--- src/rtl/core/lscs_pkg.sv ---
`timescale 1ns / 1ps
package lscs_pkg;

  localparam int unsigned MAX_BEAMS_DEF = 2048;
  localparam int unsigned MAX_CONES_DEF = 32;

  localparam int unsigned RANGE_W    = 16;
  localparam int unsigned DIST_W     = 16;
  localparam int unsigned ANG_W      = 32;
  localparam int unsigned PT_W       = 18;
  localparam int unsigned OUT_W      = 17;
  localparam int unsigned SEG_W      = 12;
  localparam int unsigned CTOT_W     = 6;
  localparam int unsigned CFG_IDX_W  = 3;
  localparam int unsigned CFG_DATA_W = 32;

  localparam logic [SEG_W-1:0] SEG_COUNT_MAX = 12'd4095;
  localparam logic [OUT_W-1:0] OUT_SAT       = 17'd65535;

  // register indexes
  localparam logic [CFG_IDX_W-1:0] REG_MAX_RANGE = 3'd0;
  localparam logic [CFG_IDX_W-1:0] REG_JOIN_DIST = 3'd1;
  localparam logic [CFG_IDX_W-1:0] REG_CONE_SEP  = 3'd2;
  localparam logic [CFG_IDX_W-1:0] REG_COS_FIRST = 3'd3;
  localparam logic [CFG_IDX_W-1:0] REG_SIN_FIRST = 3'd4;
  localparam logic [CFG_IDX_W-1:0] REG_COS_INCR  = 3'd5;
  localparam logic [CFG_IDX_W-1:0] REG_SIN_INCR  = 3'd6;

  localparam logic [DIST_W-1:0] RST_MAX_RANGE = 16'd30000;
  localparam logic [DIST_W-1:0] RST_JOIN_DIST = 16'd200;
  localparam logic [DIST_W-1:0] RST_CONE_SEP  = 16'd1000;
  localparam logic [ANG_W-1:0]  RST_COS_FIRST = 32'h4000_0000;
  localparam logic [ANG_W-1:0]  RST_SIN_FIRST = 32'h0000_0000;
  localparam logic [ANG_W-1:0]  RST_COS_INCR  = 32'h4000_0000;
  localparam logic [ANG_W-1:0]  RST_SIN_INCR  = 32'h0000_0000;

  localparam logic KIND_CONE    = 1'b0;
  localparam logic KIND_SUMMARY = 1'b1;

  typedef struct packed {
    logic [DIST_W-1:0] max_range;
    logic [DIST_W-1:0] join_dist;
    logic [DIST_W-1:0] cone_sep;
    logic [ANG_W-1:0]  cos_first;
    logic [ANG_W-1:0]  sin_first;
    logic [ANG_W-1:0]  cos_incr;
    logic [ANG_W-1:0]  sin_incr;
  } cfg_t;

  typedef struct packed {
    logic ld_cos;
    logic ld_sin;
  } ang_ld_t;

  // converted beam passed from front to back
  typedef struct packed {
    logic signed [PT_W-1:0] x;
    logic signed [PT_W-1:0] y;
    logic                   keep;
    logic                   scan_end;
  } pt_t;

  typedef struct packed {
    logic              kind;
    logic [OUT_W-1:0]  cone_x;
    logic [OUT_W-1:0]  cone_y;
    logic [SEG_W-1:0]  segment_total;
    logic [CTOT_W-1:0] cone_total;
    logic              cone_overflow;
    logic              last;
  } res_t;

endpackage

--- src/rtl/core/lscs_front.sv ---
`timescale 1ns / 1ps
module lscs_front import lscs_pkg::*; (
  input  logic               clk_i,
  input  logic               rst_ni,
  input  logic               push_i,
  input  logic [RANGE_W-1:0] range_mm_i,
  input  logic               range_finite_i,
  input  logic               scan_end_i,
  output logic               busy_o,
  input  cfg_t               cfg_i,
  input  ang_ld_t            ang_ld_i,
  output pt_t                pt_o,
  output logic               pt_valid_o,
  input  logic               pt_full_i
);

  typedef enum logic [3:0] {
    F_IDLE, F_RC, F_RS, F_CC, F_SS, F_SC, F_CS, F_FIN, F_PUSH
  } fstate_e;

  fstate_e             state_q;
  logic [RANGE_W-1:0]  r_q;
  logic                keep_q, end_q;
  logic [ANG_W-1:0]    cos_q, sin_q, cos_n_q;
  logic [63:0]         acc_q, mul_q;
  logic [PT_W-1:0]     x_q, y_q;
  logic signed [32:0]  opa;
  logic signed [31:0]  opb;
  logic [63:0]         rnd_mul_c, rnd_acc_c, rnd_sum_c;

  // shared 33x32 multiplier, operands picked by step
  always_comb begin
    opa = '0;
    opb = '0;
    case (state_q)
      F_RC: begin opa = {17'b0, r_q};          opb = cos_q;          end
      F_RS: begin opa = {17'b0, r_q};          opb = sin_q;          end
      F_CC: begin opa = {cos_q[31], cos_q};    opb = cfg_i.cos_incr; end
      F_SS: begin opa = {sin_q[31], sin_q};    opb = cfg_i.sin_incr; end
      F_SC: begin opa = {sin_q[31], sin_q};    opb = cfg_i.cos_incr; end
      F_CS: begin opa = {cos_q[31], cos_q};    opb = cfg_i.sin_incr; end
      default: begin opa = '0; opb = '0; end
    endcase
  end

  always_ff @(posedge clk_i) begin
    mul_q <= 64'(opa) * 64'(opb);
  end

  // round half up then drop 30 fraction bits
  assign rnd_mul_c = mul_q + 64'h2000_0000;
  assign rnd_acc_c = acc_q + 64'h2000_0000;
  assign rnd_sum_c = acc_q + mul_q + 64'h2000_0000;

  assign busy_o     = (state_q != F_IDLE);
  assign pt_valid_o = (state_q == F_PUSH);
  assign pt_o       = '{x: x_q, y: y_q, keep: keep_q, scan_end: end_q};

  always_ff @(posedge clk_i or negedge rst_ni) begin
    if (!rst_ni) begin
      state_q <= F_IDLE;
      cos_q   <= RST_COS_FIRST;
      sin_q   <= RST_SIN_FIRST;
      cos_n_q <= '0;
      r_q     <= '0;
      keep_q  <= 1'b0;
      end_q   <= 1'b0;
      acc_q   <= '0;
      x_q     <= '0;
      y_q     <= '0;
    end else begin
      if (ang_ld_i.ld_cos) begin
        cos_q <= cfg_i.cos_first;
      end
      if (ang_ld_i.ld_sin) begin
        sin_q <= cfg_i.sin_first;
      end
      case (state_q)
        F_IDLE: begin
          if (push_i) begin
            r_q     <= range_mm_i;
            keep_q  <= range_finite_i && (range_mm_i < cfg_i.max_range);
            end_q   <= scan_end_i;
            state_q <= F_RC;
          end
        end
        F_RC: state_q <= F_RS;
        F_RS: begin
          x_q     <= rnd_mul_c[47:30];
          state_q <= F_CC;
        end
        F_CC: begin
          y_q     <= rnd_mul_c[47:30];
          state_q <= F_SS;
        end
        F_SS: begin
          acc_q   <= mul_q;
          state_q <= F_SC;
        end
        F_SC: begin
          acc_q   <= acc_q - mul_q;
          state_q <= F_CS;
        end
        F_CS: begin
          cos_n_q <= rnd_acc_c[61:30];
          acc_q   <= mul_q;
          state_q <= F_FIN;
        end
        F_FIN: begin
          if (end_q) begin
            cos_q <= cfg_i.cos_first;
            sin_q <= cfg_i.sin_first;
          end else begin
            cos_q <= cos_n_q;
            sin_q <= rnd_sum_c[61:30];
          end
          state_q <= F_PUSH;
        end
        F_PUSH: begin
          if (!pt_full_i) begin
            state_q <= F_IDLE;
          end
        end
        default: state_q <= F_IDLE;
      endcase
    end
  end

endmodule

--- config.mk ---
export PLATFORM = sky130hd
export DESIGN_NAME = lscs_front
export DESIGN_NICKNAME = d
export VERILOG_FILES = /design/src/rtl/core/lscs_pkg.sv /design/src/rtl/core/lscs_front.sv
export SDC_FILE = /design/constraint.sdc
export NUM_CORES = 2
export LEC_CHECK = 0
export ABC_AREA = 1
export BUFFER_PORTS_ARGS = -buffer_cell sky130_fd_sc_hd__buf_2
export CORE_UTILIZATION = 45
export DETAILED_ROUTE_END_ITERATION = 8
export GPL_TIMING_DRIVEN = 0
export PLACE_DENSITY = 0.7
export SYNTH_ARGS = -nofsm -noshare
export SYNTH_HDL_FRONTEND = slang
export SYNTH_SLANG_ARGS = --single-unit
--- constraint.sdc ---
create_clock -name clk_i -period 11.7 [get_ports clk_i]
set_clock_uncertainty 0.1 [all_clocks]
set_input_delay 1.755 -clock clk_i [delete_from_list [all_inputs] [get_ports clk_i]]
set_output_delay 1.755 -clock clk_i [all_outputs]
set_load 0.005 [all_outputs]
# Yosys cells after proc, flatten, opt, wreduce, memory -nomap -nowiden
# Index checks and enable logic that the tools add are counted.
# totals
register_bits,282
output_inout_bits,40
input_bits,200
elab_cells,53
# op_classes
n_lt_le_gt_ge,1
muxes,12
add_sub_neg,5
reduce_logical,13
mul,1
n_eq_ne,10
# ops
operator,n
$mux 32,6
$pmux 32 s4,1
$pmux 64 s2,1
$add 62x30->62 const B,2
$pmux 33 s3,1
$mul 33x32->64,1
$sub 64x64->64,1
$add 62x62->62,1
$add 48x30->48 const B,1
$pmux 4 s9,1
$eq 4x3->1 const B,4
$lt 16x16->1,1
$reduce_or 2->1,5
$eq 4x2->1 const B,2
$mux 4,2
$reduce_bool 2->1,3
$eq 4x1->1 const B,1
$eq 4x4->1 const B,1
$logic_not 4->1,1
$ne 2x2->1 const B,2
$reduce_and 2->1,2
$reduce_bool 4->1,1
$logic_and 1x1->1,1

# Longest topological paths before layout
# depth
depth_word,4
mapped_depth,41
ltp_nobuf,38

# Least setup slack after synthesis
# OpenSTA, ideal clock, no wires.
# synth_timing
path_kind,input -> register
startpoint,input cfg_i[10] (netlist bit)
endpoint,register mul_q[61]
required_ps,11491
cell_stages,29
t_arrival_ps,8779
setup_slack_ps,2712
setup_time_ps,109
n_path_buf,2
path_cell_list,a221oi_1 and2_1 buf_2 buf_2 nor2_1 fa_1 inv_1 fa_1 inv_1 fa_1 inv_1 fa_1 fa_1 fa_1 fa_1 fa_1 inv_1 ha_1 nand2_1 nor2_1 inv_1 nor2_1 inv_1 nor4_1 a21oi_1 inv_1 nand2_1 nand2_1 inv_1
# synth_via
elab_chain_len,2
# synth_rtl
element,line_no,rtl
start: declaration,lscs_front.sv:10,"input cfg_t cfg_i,"
$pmux 32 s4,lscs_front.sv:35,case (state_q)
$mul 33x32->64,lscs_front.sv:47,mul_q <= 64'(opa) * 64'(opb);
end signal: assignment,lscs_front.sv:47,
end: declaration,lscs_front.sv:25,"logic [63:0] acc_q, mul_q;"
# No other way between the ends.
# A chain may end at the register's enable or synchronous reset.

# Worst setup path after layout
# layout_timing
startpoint,register state_q[3]
endpoint,register mul_q[61]
# layout_via
elab_chain_len,4
# layout_rtl
element,line_no,rtl
start: declaration,lscs_front.sv:21,fstate_e state_q;
start signal: assignment,lscs_front.sv:61,state_q <= F_IDLE;
start signal: assignment,lscs_front.sv:84,state_q <= F_RC;
start signal: assignment,lscs_front.sv:87,F_RC: state_q <= F_RS;
"$eq 4x3->1, or another cell as far along",lscs_front.sv:35,
$reduce_or 2->1 (no source line),--,
$pmux 32 s4 / $pmux 33 s3 (equally long branches),lscs_front.sv:35,
$mul 33x32->64 (*),lscs_front.sv:47,
# Every way passes the cells marked *; elsewhere a longest branch is shown, timed or not.

==> metrics.csv <==
metric,value,unit
Fmax,87.3,MHz
DRC Markers,0,
crit share post-route,0.979,
Post-Route Setup TNS,0,ps
wire per inst,30.1,µm
vias post-DR,57000,
Area Growth Syn to Fin,7.85,%
synth top area cells,"fa_1, nand2_1, inv_1",
clk buf depth,3,
largest net degree at the start of global routing,117,
number of buffers created by CTS,36,
synth warn,0,
Final HPWL DP,256000,µm
first-pass GRT wire length,416000,µm
H-tree depth,2,
CP Data Arrival Time,11860,ps
fillers,13400,
synthesized flop and latch total,278,
crit-path max cell delay,910,ps
num rows,132,
largest family of logic cells by synthesized area,adder cells,
CP most frequent cell,fa_1,
total gr overflow,0,
post-synthesis sequential area ratio,0.112,
Max Cap Violations,1,
postcts setup bufs,0,
Crit-path slowest cell,o22ai_2,
final net count,9802,
CP max FO,10,
post-synth design cell area,59400,µm²
final WL,299000,µm
gpl congestion,1.11,
final max-slew violation count,4,
IO Port Bufs,207,
Yosys top cell area share,0.358,
worst skew pair latency,610,ps
failing checks,"capacitance limit, slew limit",
GR peak layer,met2,
Resized cells post-CTS,0,
Crit path required time,12100,ps
Num Clock Sinks,278,
die width,365,µm
Rel. slew slack,-0.0212,
Total GRT Usage,0.452,
Setup Crit Path Kind,reg -> reg,
Post-Synth Simple-Gate Area,0.225,
startpoint types,flip-flop,
DRT iter0 DRCs,6543,
Core Region,130000,µm²
# hold bufs at CTS,0,
Final ANT Viol Nets,0,
Worst-path clk slew,70,ps
Mapped Cells,7906,
worst hold path type,reg -> reg,
Finish-stage setup viols,0,
final hold vios,0,
drt first pass iters,8,
cell taking the most area after synthesis,fa_1,
TritonCTS clock tree,built,
share of cells above drive strength 1,0.0655,
count of distinct cell types in the synthesized netlist,53,
Worst Max-Slew Pin Slew,1530,ps
syn nets,9548,
drt via density,5.74,
"EDFF count, synth",0,
mux cell area share after synthesis,0,
Async SR Flop Fraction,0.777,
critical path endpoint category,flip-flop,
synthesized area per cell,7.51,µm²
post-synthesis adder-cell area fraction,0.438,
RSZ-0062 raised after global routing,no,
vias in the first global route,56600,
met1 Use GR,0.582,
status,"finished, violations left",
Root Driver,clkbuf_16,
die area,133000,µm²
antenna violations before repair,25,
Compound-Gate Fraction of Synth Area,0.0814,
Die Height,365,µm
Main synth FF type,dfrtp_1,
# IOs,240,
met2 Usage GRT,0.669,
Synth Area in XOR/XNOR,0.0176,
Initial Util,0.456,
crit path time final,11460,ps
met3 Use GR,0.125,
==> cell usage in the layout, fill, tap and decap left out, types with 49 or more instances in the layout <==
cell / netlist / layout
clkbuf_1: 85 / 90
nand2_1: 1933 / 1933
inv_1: 1624 / 1624
a21oi_1: 323 / 323
nor2_1: 943 / 943
ha_1: 379 / 379
dfrtp_1: 215 / 215
buf_2: 135 / 341
nand3_1: 313 / 313
nor3_1: 53 / 53
xor2_1: 90 / 90
inv_2: 49 / 49
fa_1: 1063 / 1063
nand4_1: 55 / 55
o21ai_0: 244 / 244
dfxtp_1: 62 / 62
==> metrics by stage <==
| step | instances | setup WS (ps) | area (µm²) | util | hold WS (ps) |
|---|---|---|---|---|---|
| floorplan | 7906 | 2710 | 59400 | - | 349 |
| global placement | 9855 | 252 | 62600 | 0.481 | 364 |
| detailed placement | 9860 | 253 | 62800 | 0.482 | 368 |
| CTS | 9926 | 485 | 64000 | 0.491 | 384 |
| global route | 9935 | 246 | 64000 | 0.492 | 395 |
| finish | 9940 | 240 | 64000 | 0.492 | 379 |
==> cells in the mapped netlist (17+ instances only) <==
cell type,instances
nand2_1,1933
inv_1,1624
fa_1,1063
nor2_1,943
ha_1,379
a21oi_1,323
nand3_1,313
o21ai_0,244
dfrtp_1,215
buf_2,135
xor2_1,90
clkbuf_1,85
dfxtp_1,62
nand4_1,55
nor3_1,53
inv_2,49
o21bai_1,41
o21a_1,38
xnor2_1,29
o221ai_1,26
o211ai_1,21
a221oi_1,17
==> critical path: cells and delay by family (launching register included) <==
| family | cells | cell delay [ps] |
|---|---|---|
| DFF | 1 | 460 |
| AOI/OAI and AO/OA | 5 | 2540 |
| adders and majority gates | 9 | 4860 |
| buffers and inverters | 9 | 1630 |
| and+or+nand+nor | 7 | 1770 |
==> cell families after synthesis <==
family | count (synthesis)
buffers and inverters | 1922
DFF | 278
xor gates and xnor gates | 119
adders and majority gates | 1442
and+or+nand+nor | 3354
AOI/OAI and AO/OA | 791
==> routing by layer <==
layer / vias up / part of all wire
met4: 14 / 0.079
met5: - / 0.00034
met3: 771 / 0.11
met1: 28500 / 0.39
li1: 24300 / -
met2: 3435 / 0.42
==> final timing paths <==
path                             end  startpoint  slack, ps  depth (start not counted)
min reg2reg                   y_q[9]      y_q[9]        380                          2
max in group asynchronous     r_q[7]      rst_ni       9130                          2
min                           y_q[9]      y_q[9]        380                          2
max reg2reg                mul_q[61]  state_q[3]        240                         30
min in group asynchronous   acc_q[8]      rst_ni       1080                          1
max                        mul_q[61]  state_q[3]        240                         30
==> state kept, by name (all words and copies together), names as in the netlist <==
signal	count
r_q	16
sin_q	32
state_q	4
acc_q	62
y_q	18
x_q	18
keep_q	1
cos_n_q	32
cos_q	32
mul_q	62
end_q	1
==> cell type report <==
cell class / count / area, µm² / share of cell area
tap: 1742 / 2180 / 0.0340
multi-input combinational: 5706 / 45300 / 0.707
sequential: 278 / 6650 / 0.104
inverter: 1678 / 6300 / 0.0984
antenna: 10 / 25.0 / 0.000391
clock inverter: 21 / 228 / 0.00356
clock buffer: 45 / 986 / 0.0154
buffer: 244 / 1160 / 0.0181
timing repair buffer: 216 / 1210 / 0.0189
Power is not shown: default switching activity piles up to over one toggle a cycle in this logic, so the estimate is an artifact.
