File: src/rtl/core/lscs_fifo.sv
`timescale 1ns / 1ps
module lscs_fifo #(
  parameter int unsigned W     = 8,
  parameter int unsigned DEPTH = 2
) (
  input  logic         clk_i,
  input  logic         rst_ni,
  input  logic         wr_i,
  input  logic [W-1:0] wdata_i,
  output logic         full_o,
  input  logic         rd_i,
  output logic [W-1:0] rdata_o,
  output logic         empty_o
);

  localparam int unsigned PW = (DEPTH > 1) ? $clog2(DEPTH) : 1;

  logic [W-1:0]  mem_q [DEPTH];
  logic [PW-1:0] wp_q, rp_q;
  logic [PW:0]   cnt_q;
  logic          do_wr, do_rd;

  assign full_o  = (cnt_q == (PW+1)'(DEPTH));
  assign empty_o = (cnt_q == '0);
  assign do_wr   = wr_i && !full_o;
  assign do_rd   = rd_i && !empty_o;
  assign rdata_o = mem_q[rp_q];

  always_ff @(posedge clk_i) begin
    if (do_wr) begin
      mem_q[wp_q] <= wdata_i;
    end
  end

  always_ff @(posedge clk_i or negedge rst_ni) begin
    if (!rst_ni) begin
      wp_q  <= '0;
      rp_q  <= '0;
      cnt_q <= '0;
    end else begin
      if (do_wr) begin
        wp_q <= (wp_q == PW'(DEPTH - 1)) ? '0 : wp_q + 1'b1;
      end
      if (do_rd) begin
        rp_q <= (rp_q == PW'(DEPTH - 1)) ? '0 : rp_q + 1'b1;
      end
      cnt_q <= cnt_q + (PW+1)'(do_wr) - (PW+1)'(do_rd);
    end
  end

endmodule

File: config.mk
export PLATFORM = sky130hd
export DESIGN_NAME = lscs_fifo
export DESIGN_NICKNAME = d
export VERILOG_FILES = /design/src/rtl/core/lscs_fifo.sv
export SDC_FILE = /design/constraint.sdc
export NUM_CORES = 1
export LEC_CHECK = 0
export BUFFER_PORTS_ARGS = -buffer_cell sky130_fd_sc_hd__buf_4
export CAP_MARGIN = 20
export CORE_UTILIZATION = 40
export DETAILED_ROUTE_END_ITERATION = 7
export GPL_TIMING_DRIVEN = 0
export PLACE_DENSITY = 0.69
export SLEW_MARGIN = 5
export SYNTH_ARGS = -nofsm -noshare
export SYNTH_HDL_FRONTEND = slang
export SYNTH_SLANG_ARGS = --single-unit
File: constraint.sdc
create_clock -name clk_i -period 1.8 [get_ports clk_i]
set_input_delay 0.18 -clock clk_i [delete_from_list [all_inputs] [get_ports clk_i]]
set_output_delay 0.18 -clock clk_i [all_outputs]
set_load 0.01 [all_outputs]
* After elaboration in Yosys (flattened, before gate mapping)
Memories as Yosys holds them, arrays and structs flattened. Index checks and enable logic that the tools add are counted.
Word-level totals: word-level logic and storage cells 18, output and inout port bits 10, memory bits (writable) 16, bits in registers 4, input port bits 12, memories kept 1
Memories:
- mem_q | depth 2, width 8, rd ports 1, clocked after Yosys merged registers in 0, wr ports 1, RTL line 18 | logic [W-1:0] mem_q [DEPTH];
Cells by class: equality and inequality tests 1, add/sub/neg operators 4, multiplexer cells 4, reductions and logical operators 5
Operators by type and width (number):
- 2-to-1 mux 1 bit | 4
- adder 1 bit (second input constant) | 2
- adder 2 x 1 -> 2 bit | 1
- == test 2 bit (second input constant) | 1
- logical AND 1 bit | 2
- logical NOT 1 bit | 2
- logical NOT 2 bit | 1
- subtractor 2 x 1 -> 2 bit | 1

* Longest topological paths before layout
Gate-level depths: netlist of the first run.
depth in word-level cells 5, mapped depth 7, mapped depth without buffers 7

* Worst setup path after synthesis of the first run
Ideal clock, no wire load.
path kind register to register, start point register cnt_q[0], end point register cnt_q[1], buffers on the path 0, setup slack 325 ps, period minus slack after synthesis 1475 ps, data arrival time 1352 ps, library setup time 123 ps, data required time 1677 ps, cell stages (with the launch flop) 8, cell sequence dfrtp_1 -> nor2_2 -> nor2b_2 -> ha_1 -> inv_1 -> ha_1 -> xnor2_1 -> xnor2_1
On the way: elaborated cells between the ends (all ways) 8, classes of those cells add/sub: 2; eq/ne: 1; reduce/logical: 5
RTL lines:
- start, declared | RTL line 20 | logic [PW:0] cnt_q;
- start signal, assigned | RTL line 47 | cnt_q <= cnt_q + (PW+1)'(do_wr) - (PW+1)'(do_rd);
- logical NOT 2 bit | RTL line 24 | assign empty_o = (cnt_q == '0);
- net empty_o | RTL line 13 | output logic empty_o
- logical NOT 1 bit | RTL line 26 | assign do_rd = rd_i && !empty_o;
- logical AND 1 bit | RTL line 26
- net do_rd | RTL line 21 | logic do_wr, do_rd;
- subtractor 2 x 1 -> 2 bit | RTL line 47
The timed path passes the listed nets, and every way through them passes these cells. A chain may end at the register's enable or synchronous reset.

* Final worst setup path of the first run
start point register cnt_q[1], end point memory mem_q[0][2] (enable)
On the way: longest elaborated chain between the ends 5
RTL lines:
- == test 2 bit | RTL line 23 | assign full_o = (cnt_q == (PW+1)'(DEPTH));
- logical NOT 1 bit | RTL line 25 | assign do_wr = wr_i && !full_o;
- logical AND 1 bit | RTL line 25
- 2-to-1 mux 1 bit | RTL line 30 | if (do_wr) begin
- 2-to-1 mux 1 bit (implied by the code) | RTL line 31 | mem_q[wp_q] <= wdata_i;
- end, declared | RTL line 18
No other way between the ends.

==> results of run 1 <==
flip-flops by register name (all words and copies together), names as in the netlist:
signal and cells:
cnt_q 2, mem_q 16, wp_q 1, rp_q 1
cells by family after synthesis:
group / count (synthesis)
XOR/XNOR: 4
multiplexers: 8
AND/OR/NAND/NOR: 6
adder cells (fa/ha/maj): 2
buffers and inverters: 3
flip-flops: 20
metal layers:
| layer | up-vias | share of wire |
|---|---|---|
| li1 | 208 | - |
| met1 | 206 | 0.42 |
| met2 | 12 | 0.52 |
| met3 | 0 | 0.060 |
| met4 | 0 | 0 |
| met5 | - | 0 |
worst max-delay path, cell delays in order, from the launching register on:
cell and delay [ns]:
dfrtp_1 0.43, nand2b_1 0.12, nand2_1 0.11, nor2_1 0.54
worst max path at each step:
stage          depth (start not counted)  slack [ns]                     to          startpoint
2_1_floorplan                          7        0.32     cnt_q[1]$_DFF_PN0_  cnt_q[0]$_DFF_PN0_
3_5_place_dp                           3        0.23  mem_q[0][4]$_DFFE_PP_  cnt_q[1]$_DFF_PN0_
5_1_grt                                3        0.07  mem_q[0][2]$_DFFE_PP_  cnt_q[1]$_DFF_PN0_
6_report                               3        0.25  mem_q[0][2]$_DFFE_PP_  cnt_q[1]$_DFF_PN0_
4_1_cts                                3        0.20  mem_q[0][2]$_DFFE_PP_  cnt_q[1]$_DFF_PN0_
3_3_place_gp                           3        0.23  mem_q[0][2]$_DFFE_PP_  cnt_q[1]$_DFF_PN0_
through the flow:
stage | setup slack [ns] | cell area [um2] | hold WS [ns] | std cells
detailed placement | 0.225 | 973 | -0.0192 | 89
global route | 0.0684 | 1010 | 0.0501 | 94
floorplan | 0.325 | 785 | -0.116 | 43
finish | 0.255 | 1010 | 0.0691 | 94
global placement | 0.235 | 973 | -0.0207 | 89
CTS | 0.204 | 1010 | 0.0586 | 94
cell usage in the layout, fill, tap and decap left out, types with 2 or more instances in the layout:
cell type | synthesis | final
buf_4 | 0 | 21
edfxtp_1 | 16 | 16
mux2_2 | 8 | 8
dfrtp_1 | 4 | 4
xnor2_1 | 3 | 3
clkbuf_4 | 0 | 3
inv_1 | 2 | 2
ha_1 | 2 | 2
layout make-up:
cell class	instances	share of cell area
buffer	1	0.0112
clock buffer	4	0.0260
inverter	2	0.00743
multi-input combinational	20	0.183
sequential	20	0.575
tap	25	0.0310
timing repair buffer	22	0.166
power groups by stage:
stage / registers (mW) / clock network, mW / logic (mW)
3_3_place_gp: 0.705 / 0 / 0.601
4_1_cts: 0.701 / 0.216 / 0.613
5_1_grt: 0.716 / 0.230 / 0.656
3_5_place_dp: 0.711 / 0 / 0.610
2_1_floorplan: 0.699 / 0 / 0.386
6_report: 0.700 / 0.208 / 0.599
repair_timing:
action | 4_1_cts | 5_1_grt
hold buffers | 1 | 0
resized for setup | 0 | 0
hold endpoints to repair | 4 | 0
==> impl_metrics.env, run 1 <==
export IMPL_status="completed"
export IMPL_cp_start_kind="flip-flop"
export IMPL_power_total_mw=1.51
export IMPL_muxShareOfSynthArea=0.115
export IMPL_synthSimpleGateAreaFrac=0.0447
export IMPL_io_buffers=21
export IMPL_clk_path_buf_depth=2
export IMPL_setup_tns_ns=0
export IMPL_avgSynthCellArea_um2=18.2
export IMPL_overflow=0
export IMPL_remaining_drc_errors=0
export IMPL_seq_power_share=0.464
export IMPL_rr_endpoint="mem_q[0][2]$_DFFE_PP_"
export IMPL_areaGrowthSynthToFinish_pct=28.7
export IMPL_combinationalPowerShare=0.397
export IMPL_synth_seq_area_share=0.740
export IMPL_rows=15
export IMPL_rsz0062_at_grt="false"
export IMPL_fin_util=0.566
export IMPL_fin_skew_ns=0.00297
export IMPL_clkSlewWorstSetupHoldPaths_ns=0.10
export IMPL_hold_class="in -> reg"
export IMPL_p_int_mw=1.06
export IMPL_synth_edf_count=16
export IMPL_die_w_um=46.3
export IMPL_dpl_hpwl_um=771
export IMPL_cap_violations=0
export IMPL_finalSetupViolations=0
export IMPL_drt_initial_drc_count=8
export IMPL_ff2ff_path_depth=3
export IMPL_multi_input_area_um2=185
export IMPL_hp_start="wdata_i[5]"
export IMPL_max_freq_mhz=647
export IMPL_reg2reg_from="cnt_q[1]$_DFF_PN0_"
export IMPL_r2r_setup_slack_ns=0.25
export IMPL_yosysWarnings=0
export IMPL_cts_num_sinks=20
export IMPL_top_usage_layer="met2"
export IMPL_die_y_um=46.3
export IMPL_cts_setup_buffers=0
export IMPL_critPathArrivalTime_ns=1.48
export IMPL_nNetsFinal=84
export IMPL_fin_crit_sh=0.858
export IMPL_wire_per_inst_um=11.3
export IMPL_layout_drive_gt1_share=0.507
export IMPL_dominantRegCellSynth="edfxtp_1"
export IMPL_min_delay_path_depth=1
export IMPL_drt_pass1_iter_count=3
export IMPL_viasPerCell=4.53
export IMPL_synthCells=43
export IMPL_synth_xor_area_share=0.0447
export IMPL_synth_top_family_by_area="multiplexers"
export IMPL_post_synth_top_area_fraction=0.612
export IMPL_crit_path_end_kind="flip-flop"
export IMPL_gr_usage_met1=0.113
export IMPL_yosys_top_cells_count="16 x edfxtp_1, 8 x mux2_2, 4 x dfrtp_1"
export IMPL_p_leak_nw=0.411
export IMPL_finalMaxSlewViolations=0
export IMPL_power_switching_mw=0.443
export IMPL_synth_compound_area_frac=0
export IMPL_powerDensity_nw_per_um2=1490
export IMPL_gp_congestion=0.643
export IMPL_seq_area_um2=581
export IMPL_power_frac_clock=0.138
export IMPL_ioPinCount=22
export IMPL_tightestPinTransition_ns=0.673
export IMPL_track_usage=0.114
export IMPL_grt_pass1_vias=385
export IMPL_path_class="reg -> reg"
export IMPL_htreeDepth=1
export IMPL_period_needed_ns=1.55
export IMPL_synth_net_count=57
export IMPL_nFillCells=166
export IMPL_die_area_um2=2140
export IMPL_cts_buffers=3
export IMPL_synth_distinct_cells=14
export IMPL_drt_wl_total_mm=1.07
export IMPL_grt_pass1_wl_mm=1.57
export IMPL_cp_required_ns=1.73
export IMPL_core_area_um2=1780
export IMPL_yosysMostFrequentCell="edfxtp_1"
export IMPL_switching_share=0.294
export IMPL_initial_core_util=0.440
export IMPL_synthTopCellsByArea="edfxtp_1 61%, dfrtp_1 13%, mux2_2 11%, xnor2_1 3.3%, ha_1 3.2%"
export IMPL_synth_seq_cells=20
export IMPL_diodes=0
export IMPL_ir_drop_v=0.000848
export IMPL_grt_use_met2=0.197
export IMPL_antenna_found_initial=0
export IMPL_synth_top_area_cell="edfxtp_1"
export IMPL_hold_violations=0
export IMPL_tritoncts="yes"
export IMPL_clk_latency_ns=0.29
export IMPL_hold_end="mem_q[0][5]$_DFFE_PP_"
export IMPL_vias=426
export IMPL_grt_max_degree=12
export IMPL_cts_root_buf="clkbuf_4"
export IMPL_synth_fa_ha_area_frac=0.0319
export IMPL_synth_area_um2=785
export IMPL_ys_async_sr_fraction=0.200
export IMPL_relSlewSlack=0.549
export IMPL_path_max_fanout=8
export IMPL_met3_usage=0.0431
export IMPL_drtAntennaViolNets=0
Note: power is estimated with default switching activity, not from simulation.
==> run 2, diff against run 1 <==
--- a/config.mk
+++ b/config.mk
@@ -5,12 +5,12 @@
 export SDC_FILE = /design/constraint.sdc
 export NUM_CORES = 1
 export LEC_CHECK = 0
-export BUFFER_PORTS_ARGS = -buffer_cell sky130_fd_sc_hd__buf_4
 export CAP_MARGIN = 20
 export CORE_UTILIZATION = 40
 export DETAILED_ROUTE_END_ITERATION = 7
+export DONT_BUFFER_PORTS = 1
 export GPL_TIMING_DRIVEN = 0
-export PLACE_DENSITY = 0.69
+export PLACE_DENSITY = 0.59
 export SLEW_MARGIN = 5
 export SYNTH_ARGS = -nofsm -noshare
 export SYNTH_HDL_FRONTEND = slang
==> run 2 against run 1 <==
Cell count decreased by 14%; first-iteration DRC count grew 25%; register-to-register slack worse by 0.06 ns; core utilization shrank 3.8 points; critical path depth up 4; count of clock-buffer cells in the layout unchanged; clock skew hardly changed; sequential share of layout area grew 4.1 points; largest power group unchanged.
==> impl_metrics.env, run 2 (synthesis results as in run 1) <==
export IMPL_status="completed"
export IMPL_grt_pass1_vias=434
export IMPL_seq_area_um2=581
export IMPL_path_max_fanout=3
export IMPL_holdBufCountCts=9
export IMPL_diodes=0
export IMPL_path_buf_inv=1
export IMPL_overflow=0
export IMPL_ioPinCount=22
export IMPL_hold_violations=0
export IMPL_core_area_um2=1780
export IMPL_p_leak_nw=0.349
export IMPL_finalSetupViolations=0
export IMPL_slowest_delay_ns=0.43
export IMPL_top_register="mem_q"
export IMPL_path_class="reg -> reg"
export IMPL_fin_skew_ns=0.00335
export IMPL_nNetsFinal=71
export IMPL_multi_input_area_um2=185
export IMPL_rr_endpoint="cnt_q[1]$_DFF_PN0_"
export IMPL_viasPerCell=4.91
export IMPL_cts_num_sinks=20
export IMPL_top_regs="mem_q (16), cnt_q (2)"
export IMPL_fin_crit_sh=0.892
export IMPL_clk_latency_ns=0.29
export IMPL_drt_wl_total_mm=1.27
export IMPL_dpl_cell_area_um2=816
export IMPL_reg2reg_from="cnt_q[0]$_DFF_PN0_"
export IMPL_tightestPinTransition_ns=0.684
export IMPL_htreeDepth=1
export IMPL_critPathArrivalTime_ns=1.82
export IMPL_remaining_drc_errors=0
export IMPL_hp_start="wr_i"
export IMPL_die_area_um2=2140
export IMPL_grt_max_degree=12
export IMPL_gp_congestion=0.638
export IMPL_worstPathCellList="nor2_2, nor2b_2, ha_1, inv_1, ha_1, xnor2_1, xnor2_1"
export IMPL_holdWs_ns=0.104
export IMPL_fin_util=0.528
export IMPL_power_total_mw=1.43
export IMPL_largest_register_ff_count=16
export IMPL_drtAntennaViolNets=0
export IMPL_clk_path_buf_depth=2
export IMPL_grt_pass1_wl_mm=1.84
export IMPL_hold_end="wp_q$_DFFE_PN0N_"
export IMPL_drt_pass1_iter_count=4
export IMPL_finalMaxSlewViolations=0
export IMPL_rsz0062_at_grt="false"
export IMPL_die_w_um=46.3
export IMPL_final_cell_mix="16 x edfxtp_1, 9 x dlygate4sd3_1, 8 x mux2_2, 4 x dfrtp_1"
export IMPL_areaGrowthSynthToFinish_pct=20.1
export IMPL_drt_initial_drc_count=10
export IMPL_initial_core_util=0.440
export IMPL_r2r_setup_slack_ns=0.19
export IMPL_ff2ff_path_depth=7
export IMPL_cts_setup_buffers=0
export IMPL_dpl_hpwl_um=889
export IMPL_hold_class="in -> reg"
export IMPL_wire_per_inst_um=15.7
export IMPL_period_needed_ns=1.61
export IMPL_tritoncts="yes"
export IMPL_relSlewSlack=0.542
export IMPL_design_area_um2=942
export IMPL_clkSlewWorstSetupHoldPaths_ns=0.10
export IMPL_rows=15
export IMPL_max_freq_mhz=623
export IMPL_vias=398
export IMPL_min_delay_path_depth=2
export IMPL_die_y_um=46.3
export IMPL_antenna_found_initial=0
export IMPL_cp_start_kind="flip-flop"
export IMPL_io_buffers=0
export IMPL_final_common_cell="edfxtp_1"
export IMPL_slowest_stage="dfrtp_1"
export IMPL_cts_root_buf="clkbuf_4"
export IMPL_path_delay_family="adder cells"
export IMPL_cts_resized=0
export IMPL_track_usage=0.129
export IMPL_setup_tns_ns=0
export IMPL_cap_violations=0
export IMPL_cts_buffers=3
export IMPL_cp_required_ns=2.01
export IMPL_powerDensity_nw_per_um2=1510
export IMPL_nFillCells=146
export IMPL_layout_drive_gt1_share=0.268
export IMPL_ir_drop_v=0.000557
export IMPL_crit_path_end_kind="flip-flop"
[run 2: cell types whose count changed in the layout (fill, tap and decap cells not counted)]
cell           previous run  this run
buf_4                    21         0
dlygate4sd3_1             1         9
clkbuf_1                  1         0
clkbuf_8                  0         1
[run 2: layout make-up]
| cell class | instances | share of cell area |
|---|---|---|
| flip-flops and latches | 20 | 0.616 |
| multi-input cells | 20 | 0.197 |
| repair buffers | 9 | 0.0956 |
| clock buffers | 4 | 0.0385 |
| well taps | 25 | 0.0332 |
| plain buffers | 1 | 0.0120 |
| inverters | 2 | 0.00797 |
[run 2: worst max path at each step]
| stage | startpoint | endpoint | slack (ns) | depth (start not counted) |
|---|---|---|---|---|
| global route | cnt_q[0]$_DFF_PN0_ | cnt_q[1]$_DFF_PN0_ | 0.07 | 7 |
| detailed placement | cnt_q[0]$_DFF_PN0_ | mem_q[0][1]$_DFFE_PP_ | 0.19 | 3 |
| CTS | cnt_q[0]$_DFF_PN0_ | mem_q[0][1]$_DFFE_PP_ | 0.17 | 3 |
| global placement | cnt_q[0]$_DFF_PN0_ | cnt_q[1]$_DFF_PN0_ | 0.28 | 7 |
| finish | cnt_q[0]$_DFF_PN0_ | cnt_q[1]$_DFF_PN0_ | 0.19 | 7 |
| floorplan | cnt_q[0]$_DFF_PN0_ | cnt_q[1]$_DFF_PN0_ | 0.32 | 7 |
[run 2: power breakdown]
part / total (mW) / switching (mW) / internal [mW]
logic: 0.468 / 0.258 / 0.210
registers: 0.707 / 0.0590 / 0.648
clock network: 0.251 / 0.128 / 0.123
[run 2: per-layer routing]
metal	part of all wire	wire (um)	global-route usage
met1	0.32	405	0.125
met5	0	0	0
met2	0.60	764	0.245
met3	0.068	87	0.0275
met4	0.011	14	0.0765
[run 2: metrics by stage]
step           cells  setup slack, ns
5_1_grt           81           0.0677
3_3_place_gp      68            0.281
4_1_cts           81            0.171
6_report          81            0.194
3_5_place_dp      68            0.186
2_1_floorplan     43            0.325
==> run 3, diff against run 2 <==
--- a/config.mk
+++ b/config.mk
@@ -6,12 +6,11 @@
 export NUM_CORES = 1
 export LEC_CHECK = 0
 export CAP_MARGIN = 20
-export CORE_UTILIZATION = 40
+export CORE_UTILIZATION = 44
 export DETAILED_ROUTE_END_ITERATION = 7
 export DONT_BUFFER_PORTS = 1
 export GPL_TIMING_DRIVEN = 0
-export PLACE_DENSITY = 0.59
-export SLEW_MARGIN = 5
+export PLACE_DENSITY = 0.64
 export SYNTH_ARGS = -nofsm -noshare
 export SYNTH_HDL_FRONTEND = slang
 export SYNTH_SLANG_ARGS = --single-unit
==> run 3 against run 2 <==
The run now ends with DRC left; clock power is 15% lower; cell count is 11% lower; maximum frequency is 1.0% higher; register-to-register slack better by 0.02 ns; core utilization is 5.6 points higher; global-route usage is 1.6 points higher; critical path depth is 4 lower; non-clock buffer count stayed put; combinational power hardly changed; clock skew is 0.0067 ns higher; largest power group unchanged; highest routed layer unchanged.
==> impl_metrics.env, run 3 (synthesis results as in run 1) <==
export IMPL_drt_wl_total_mm=1.19
export IMPL_ir_drop_v=0.000726
export IMPL_grt_pass1_wl_mm=1.90
export IMPL_p_leak_nw=0.343
export IMPL_viasPerCell=5.56
export IMPL_cts_num_sinks=20
export IMPL_hold_violations=0
export IMPL_fin_crit_sh=0.883
export IMPL_nNetsFinal=71
export IMPL_drt_initial_drc_count=7
export IMPL_track_usage=0.145
export IMPL_fin_skew_ns=0.0101
export IMPL_pre_cts_slack_ns=0.205
export IMPL_relSlewSlack=0.552
export IMPL_max_freq_mhz=629
export IMPL_overflow=0
export IMPL_cts_setup_buffers=0
export IMPL_final_cell_mix="16 x edfxtp_1, 9 x dlygate4sd3_1, 8 x mux2_2, 4 x dfrtp_1"
export IMPL_drtAntennaViolNets=0
export IMPL_grt_pass1_vias=431
export IMPL_clk_latency_ns=0.30
export IMPL_rsz0062_at_grt="false"
export IMPL_die_area_um2=1960
export IMPL_ioPinCount=22
export IMPL_htreeDepth=1
export IMPL_status="finished with violations"
export IMPL_layout_drive_gt1_share=0.250
export IMPL_wire_per_inst_um=16.5
export IMPL_cts_resized=0
export IMPL_critPathArrivalTime_ns=1.52
export IMPL_worstPathCellList="nand2b_1, nand2_1, nor2_1"
export IMPL_tightestPinTransition_ns=0.670
export IMPL_io_buffers=0
export IMPL_clkSlewWorstSetupHoldPaths_ns=0.10
export IMPL_vias=400
export IMPL_setup_tns_ns=0
export IMPL_fin_util=0.584
export IMPL_dpl_hpwl_um=857
export IMPL_die_w_um=44.2
export IMPL_tritoncts="yes"
export IMPL_worst_slack_ns=0.211
export IMPL_cap_violations=0
export IMPL_rows=14
export IMPL_die_y_um=44.2
export IMPL_dp_cells=59
export IMPL_hold_class="in -> reg"
export IMPL_finalMaxSlewViolations=0
export IMPL_clk_path_buf_depth=2
export IMPL_slowest_delay_ns=0.54
export IMPL_fin_cells=72
export IMPL_antenna_found_initial=0
export IMPL_crit_path_end_kind="flip-flop"
export IMPL_period_needed_ns=1.59
export IMPL_top_register="mem_q"
export IMPL_final_common_cell="edfxtp_1"
export IMPL_drt_pass1_iter_count=5
export IMPL_areaGrowthSynthToFinish_pct=17.4
export IMPL_slowest_stage="nor2_1"
export IMPL_powerDensity_nw_per_um2=1510
export IMPL_diodes=0
export IMPL_cts_root_buf="clkbuf_4"
export IMPL_core_area_um2=1580
export IMPL_path_max_fanout=8
export IMPL_remaining_drc_errors=1
export IMPL_path_class="reg -> reg"
export IMPL_largest_register_ff_count=16
export IMPL_cp_required_ns=1.74
export IMPL_cts_buffers=3
export IMPL_cp_start_kind="flip-flop"
export IMPL_gp_congestion=0.666
export IMPL_finalSetupViolations=0
export IMPL_initial_core_util=0.498
export IMPL_top_regs="mem_q (16), cnt_q (2)"
export IMPL_grt_max_degree=12
export IMPL_violations="DRC"
-- run 3: cell types whose count changed in the layout (fill, tap and decap cells not counted) --
cell,before,now
clkbuf_1,0,1
clkbuf_8,1,0
-- run 3: final cells by class --
class | count | area (um2)
buffer | 1 | 11.3
clock buffer | 4 | 26.3
fill | 126 | 656
inverter | 2 | 7.51
multi-input combinational | 20 | 185
sequential | 20 | 581
tap | 16 | 20.0
timing repair buffer | 9 | 90.1
-- run 3: critical path, delay by kind of cell, from the launching register on --
family,cells,cell delay (ns)
simple gates,3,0.84
flops,1,0.40
-- run 3: final timing paths --
kind | from | to | slack (ns) | cells past startpoint
max reg2reg | cnt_q[0]$_DFF_PN0_ | mem_q[0][6]$_DFFE_PP_ | 0.21 | 3
min in group asynchronous | rst_ni | cnt_q[0]$_DFF_PN0_ | 0.14 | 1
min reg2reg | wp_q$_DFFE_PN0N_ | wp_q$_DFFE_PN0N_ | 0.52 | 1
max | cnt_q[0]$_DFF_PN0_ | mem_q[0][6]$_DFFE_PP_ | 0.21 | 3
min | wr_i | wp_q$_DFFE_PN0N_ | 0.10 | 2
max in group asynchronous | rst_ni | rp_q$_DFFE_PN0P_ | 1.50 | 1
-- run 3: metrics by stage --
stage	power [mW]	cell area, um2	hold WS, ns
2_1_floorplan	1.09	785	-0.116
3_3_place_gp	1.13	805	-0.115
3_5_place_dp	1.17	805	-0.116
4_1_cts	1.40	921	0.0953
5_1_grt	1.47	921	0.101
6_report	1.39	921	0.104
-- run 3: repair_timing --
item | CTS | global route
hold buffers | 9 | 0
hold endpoints to repair | 20 | 0
setup endpoints to repair | 0 | 0
-- run 3: report_power, final --
part           switching [mW]  internal (mW)
clock network           0.128         0.0863
logic                   0.255          0.210
registers              0.0600          0.648
total                   0.442          0.945
-- run 3: layer usage --
metal | track usage | wire length, um | part of all wire
met4 | 0.0727 | 15 | 0.013
met2 | 0.268 | 688 | 0.58
met5 | 0 | 0 | 0
met1 | 0.132 | 396 | 0.33
met3 | 0.0653 | 91 | 0.076
